==> src/assert_macros.svh <==
// Concurrent assertion macros used by the haversine distance unit.
`ifndef ASSERT_MACROS_SVH
`define ASSERT_MACROS_SVH
`ifndef SYNTHESIS
`define ASSERT_CLK(label, clk, rst_n, prop) \
    label: assert property (@(posedge clk) disable iff (!rst_n) prop) \
        else $error("assertion failed");
`define ASSERT_CLK_NR(label, clk, prop) \
    label: assert property (@(posedge clk) prop) else $error("assertion failed");
`else
`define ASSERT_CLK(label, clk, rst_n, prop)
`define ASSERT_CLK_NR(label, clk, prop)
`endif
`endif

==> src/hdu_pkg.sv <==
// Types, constants and helpers for the haversine distance unit.
package hdu_pkg;

    localparam int ANGLE_FRAC_BITS   = 20;
    localparam int CORDIC_STAGES_DEF = 24;
    localparam int SQRT_STEPS        = 31;

    localparam int LAT_W  = 28;
    localparam int LON_W  = 29;
    localparam int RAD_W  = 16;
    localparam int DIST_W = 34;
    localparam int XW     = 33;
    localparam int ZW     = 34;
    localparam int MW     = 31;
    localparam int RW     = 61;

    localparam logic [RAD_W-1:0] RADIUS_RESET = 16'd6371;
    localparam logic [XW-1:0]    CORDIC_GAIN  = 33'd652032874;
    localparam logic [30:0]      Q30_ONE      = 31'h4000_0000;
    localparam logic [31:0]      PI_Q30       = 32'd3373259426;
    localparam logic [26:0]      DEG_TO_RAD   = 27'd74961321;

    localparam logic [ZW-1:0] ATAN_Q30 [0:31] = '{
        34'd843314857, 34'd497837829, 34'd263043837, 34'd133525159, 34'd67021687,
        34'd33543516, 34'd16775851, 34'd8388437, 34'd4194283, 34'd2097149,
        34'd1048576, 34'd524288, 34'd262144, 34'd131072, 34'd65536, 34'd32768,
        34'd16384, 34'd8192, 34'd4096, 34'd2048, 34'd1024, 34'd512, 34'd256,
        34'd128, 34'd64, 34'd32, 34'd16, 34'd8, 34'd4, 34'd2, 34'd1, 34'd1
    };

    typedef struct packed {
        logic signed [XW-1:0] x;
        logic signed [XW-1:0] y;
        logic signed [ZW-1:0] z;
    } t_cordic;

    typedef struct packed {
        logic [RW-1:0]         rem;
        logic [SQRT_STEPS-1:0] root;
    } t_sqrt;

    typedef struct packed {
        logic [MW-1:0] m;
        logic          neg_s;
        logic          neg_c;
    } t_fold;

    // reduce to one turn, fold to the first quadrant, requantize to Q24 degrees
    function automatic t_fold fn_fold(input logic signed [31:0] i_d, input int frac);
        logic signed [31:0] full;
        logic signed [31:0] half;
        logic signed [31:0] quar;
        logic signed [31:0] r;
        t_fold f;
        full = 32'sd360 <<< frac;
        half = 32'sd180 <<< frac;
        quar = 32'sd90 <<< frac;
        r = i_d;
        f.neg_s = 1'b0;
        f.neg_c = 1'b0;
        if (r > half) begin
            r = r - full;
        end else if (r <= -half) begin
            r = r + full;
        end
        if (r < 0) begin
            f.neg_s = 1'b1;
            r = -r;
        end
        if (r > quar) begin
            r = half - r;
            f.neg_c = 1'b1;
        end
        f.m = MW'(r << (24 - frac));
        return f;
    endfunction

endpackage

==> src/hdu_sqrt_cell.sv <==
// One digit step of a floor square root.
module hdu_sqrt_cell #(
    parameter int BIT = 0
) (
    input  logic           i_clk,
    input  logic           i_en,
    input  hdu_pkg::t_sqrt i_d,
    output hdu_pkg::t_sqrt o_q
);
    import hdu_pkg::*;

    logic [RW+1:0] w_trial;
    t_sqrt         n_q;
    t_sqrt         r_q;

    always_comb begin
        w_trial = ((RW+2)'(i_d.root) << (BIT + 1)) + ((RW+2)'(1) << (2 * BIT));
        n_q = i_d;
        if ((RW+2)'(i_d.rem) >= w_trial) begin
            n_q.rem  = i_d.rem - RW'(w_trial);
            n_q.root = i_d.root | (SQRT_STEPS'(1) << BIT);
        end
    end

    always_ff @(posedge i_clk) begin
        if (i_en) begin
            r_q <= n_q;
        end
    end

    assign o_q = r_q;
endmodule

==> config.mk <==
export PLATFORM = sky130hd
export DESIGN_NAME = hdu_sqrt_cell
export DESIGN_NICKNAME = d
export VERILOG_FILES = /design/src/assert_macros.svh /design/src/hdu_pkg.sv /design/src/hdu_sqrt_cell.sv
export SDC_FILE = /design/constraint.sdc
export NUM_CORES = 1
export LEC_CHECK = 0
export BUFFER_PORTS_ARGS = -buffer_cell sky130_fd_sc_hd__buf_4
export CAP_MARGIN = 10
export CORE_ASPECT_RATIO = 0.75
export CORE_MARGIN = 1
export CORE_UTILIZATION = 55
export CTS_BUF_LIST = sky130_fd_sc_hd__clkbuf_2
export CTS_CLUSTER_DIAMETER = 50
export CTS_CLUSTER_SIZE = 8
export DETAILED_ROUTE_END_ITERATION = 10
export PLACE_DENSITY = 0.87
export SYNTH_ARGS = -nofsm -noshare
export SYNTH_HDL_FRONTEND = slang
export SYNTH_SLANG_ARGS = --single-unit
==> constraint.sdc <==
create_clock -name i_clk -period 8.6 [get_ports i_clk]
set_input_delay 0.86 -clock i_clk [delete_from_list [all_inputs] [get_ports i_clk]]
set_output_delay 0.86 -clock i_clk [all_outputs]
set_load 0.02 [all_outputs]
==> results.json <==
{
  "startpoint": "i_d[3]",
  "yosys.area.top_type": "edfxtp_1",
  "std_cell_rows": 31,
  "synth.area.top_cells": "edfxtp_1 48%, ha_1 6.9%, a21oi_1 5.5%",
  "critPathKind": "in -> reg",
  "start_util_pct": 58.1,
  "htreeDepth": 3,
  "synthesis.nets": 695,
  "max_stage_delay_ns": 0.68,
  "finalCritPeriodShare_pct": 46.1,
  "synth_most_common_cell": "edfxtp_1",
  "synth_top_area_share_pct": 47.9,
  "post-route-util_pct": 74.1,
  "ctsHoldBuffers": 0,
  "power_density_nw_per_um2": 155,
  "top_layer": "met4",
  "numCtsBuffers": 9,
  "cts_buffer_depth": 2,
  "critPathSlowestCell": "a2111oi_4",
  "drive_gt1_share_pct": 29.1,
  "wl_met2_um": 7620,
  "cts_setup_buffers": 0,
  "yosysWarnings": 0,
  "grt_setup_unrepaired": "false",
  "crit_family": "compound AO/OA/AOI/OAI gates",
  "die_h_um": 90.7,
  "path_buf_inv": 2,
  "setup_viol": 0,
  "clkTransAtPathRegs_ns": 0.27,
  "fp.dieArea_um2": 10900,
  "avgSynthCellArea_um2": 10.2,
  "synthTopCellsByCount": "92 x edfxtp_1, 64 x a21oi_1, 53 x nor2_1, 45 x nand2_1, 39 x inv_1",
  "status": "completed",
  "wirelength_um": 16400,
  "synth_edf_count": 92,
  "grt_pass1_wl_um": 24700,
  "fmax_ghz": 0.252,
  "whs_path_depth": 1,
  "tritoncts": "yes",
  "synth_adder_area_share_pct": 7.28,
  "yosysSeqAreaShare_pct": 47.9,
  "hp-start": "i_d[15]",
  "grt_usage_pct": 29.6,
  "cp_max_fo": 17,
  "worstHoldEndpoint": "o_q[15]$_DFFE_PP_",
  "critical_path_required_ns": 8.96,
  "gr-total-overflow": 0,
  "drtPass1Iterations": 6,
  "period_minus_slack_ns": 3.96,
  "largest_reg_flops": 92,
  "grt_max_degree": 52,
  "area_growth_pct": 27.5,
  "critical_path.cell_chain": "buf_4, inv_1, ha_1, nand2_1, o31ai_1, o21ai_1, o21ai_1, a41oi_1, o21ba_1, a2111oi_4, nand2_1, o21ai_0",
  "tightest_slew_ns": 0.733,
  "antenna_found_initial": 0,
  "drc": 0,
  "cp_data_arrival_time_ns": 4.33,
  "place.gp.congestion": 0.928,
  "ys.flop_type": "edfxtp_1",
  "end_kind": "flop",
  "coreArea_um2": 9930,
  "synth_top_family_by_area": "simple AND/OR/NAND/NOR gates",
  "synth_compound_area_share_pct": 15.8,
  "hold_path.class": "in -> reg",
  "ys_seq_elements": 92,
  "io_buffers": 185,
  "synthArstFlopShare_pct": 0,
  "slew_violations": 0,
  "placed_area_um2": 7270,
  "wl_met3_um": 1590,
  "synth-simple-area-share_pct": 16.3,
  "drv_cap": 0,
  "drt-initial-drc-count": 558,
  "n_antenna_cell": 0,
  "synthCells": 568,
  "finalPower_w": 0.00114,
  "slew_headroom_pct": 50.7,
  "dp_hpwl_um": 12900,
  "viasPerCell": 5.96,
  "final_area_um2": 7360,
  "fin_nets": 875,
  "tns_ns": 0,
  "clock_sinks": 92,
  "final-hold-violation-count": 0,
  "crit_path_start_kind": "input port",
  "p_leak_nw": 3.09,
  "synthMuxAreaShare_pct": 0,
  "vias": 5272,
  "wl_met1_um": 6970,
  "io_pins": 186,
  "die_x_um": 120,
  "antenna_left": 0,
  "synth-xor-area-share_pct": 8.80,
  "cts_root_buffer": "clkbuf_2",
  "wire_per_inst_um": 18.6,
  "grt_pass1_vias": 4853,
  "peakVddDrop_mv": 0.119,
  "synth_cell_types": 62,
  "syn_area_um2": 5770,
  "postCtsResizedCells": 0
}
logic make-up (layout without fill, tap and decap cells):
group                      count (synthesis)  count (layout)
AOI/OAI and AO/OA                        146             146
xor gates and xnor gates                  58              58
DFF                                       92              92
adders and majority gates                 33              33
buffers and inverters                     57             242
and+or+nand+nor                          182             182
worst max path at each step:
stage | end | depth (start not counted)
floorplan | o_q[82]$_DFFE_PP_ | 13
global placement | o_q[79]$_DFFE_PP_ | 12
detailed placement | o_q[79]$_DFFE_PP_ | 12
CTS | o_q[79]$_DFFE_PP_ | 12
global route | o_q[86]$_DFFE_PP_ | 12
finish | o_q[79]$_DFFE_PP_ | 12
cell type report:
| cell class | count | area [µm²] |
|---|---|---|
| Sequential cell | 92 | 2760 |
| Tap cell | 132 | 165 |
| Fill cell | 705 | 2570 |
| Timing Repair Buffer | 187 | 1400 |
| Clock buffer | 9 | 45.0 |
| Clock inverter | 7 | 43.8 |
| Inverter | 39 | 146 |
| Multi-Input combinational cell | 419 | 2790 |
metrics by stage:
stage               hold WS, ns  cells  setup slack, ns
CTS                       0.417    885             4.73
global route              0.400    885             4.54
detailed placement         1.05    869             4.09
floorplan                 0.959    568             4.95
global placement           1.05    869             4.19
finish                    0.442    885             4.64
power by group:
part	leakage, nW	internal (W)	switching, W
clock network	0.0506	0.0000360	0.000151
logic	2.14	0.000161	0.000221
registers	0.901	0.000554	0.0000149
metal layers:
metal,up-vias,track usage (%)
li1,2444,-
met1,2499,40.9
met2,298,47.0
met3,31,6.82
met4,0,7.00
met5,-,0
layout by cell type, fill, tap and decap left out, types with 2 or more instances in the layout:
| master | n |
|---|---|
| o2111ai_1 | 2 |
| or3_1 | 6 |
| clkinv_4 | 2 |
| a21o_1 | 12 |
| o21bai_1 | 3 |
| buf_4 | 187 |
| inv_1 | 39 |
| o211ai_1 | 5 |
| or3_4 | 2 |
| xor2_1 | 25 |
| clkbuf_2 | 9 |
| ha_1 | 32 |
| o21a_1 | 4 |
| o31ai_1 | 3 |
| nor2_1 | 53 |
| nand4_1 | 11 |
| nor4b_1 | 2 |
| clkinv_1 | 3 |
| nor4_1 | 4 |
| clkinvlp_4 | 2 |
| a21oi_1 | 64 |
| o21ai_1 | 2 |
| and3_1 | 2 |
| nor4_2 | 4 |
| nand3b_1 | 4 |
| nand2_1 | 45 |
| nor2b_1 | 5 |
| or2_2 | 2 |
| edfxtp_1 | 92 |
| nor3_2 | 2 |
| nand2b_1 | 3 |
| nand3_1 | 13 |
| xnor2_1 | 33 |
| and2_1 | 2 |
| a21boi_0 | 2 |
| a31oi_1 | 3 |
| nor3_1 | 14 |
| o21ai_0 | 28 |
Note: power is estimated with default switching activity, not from simulation.
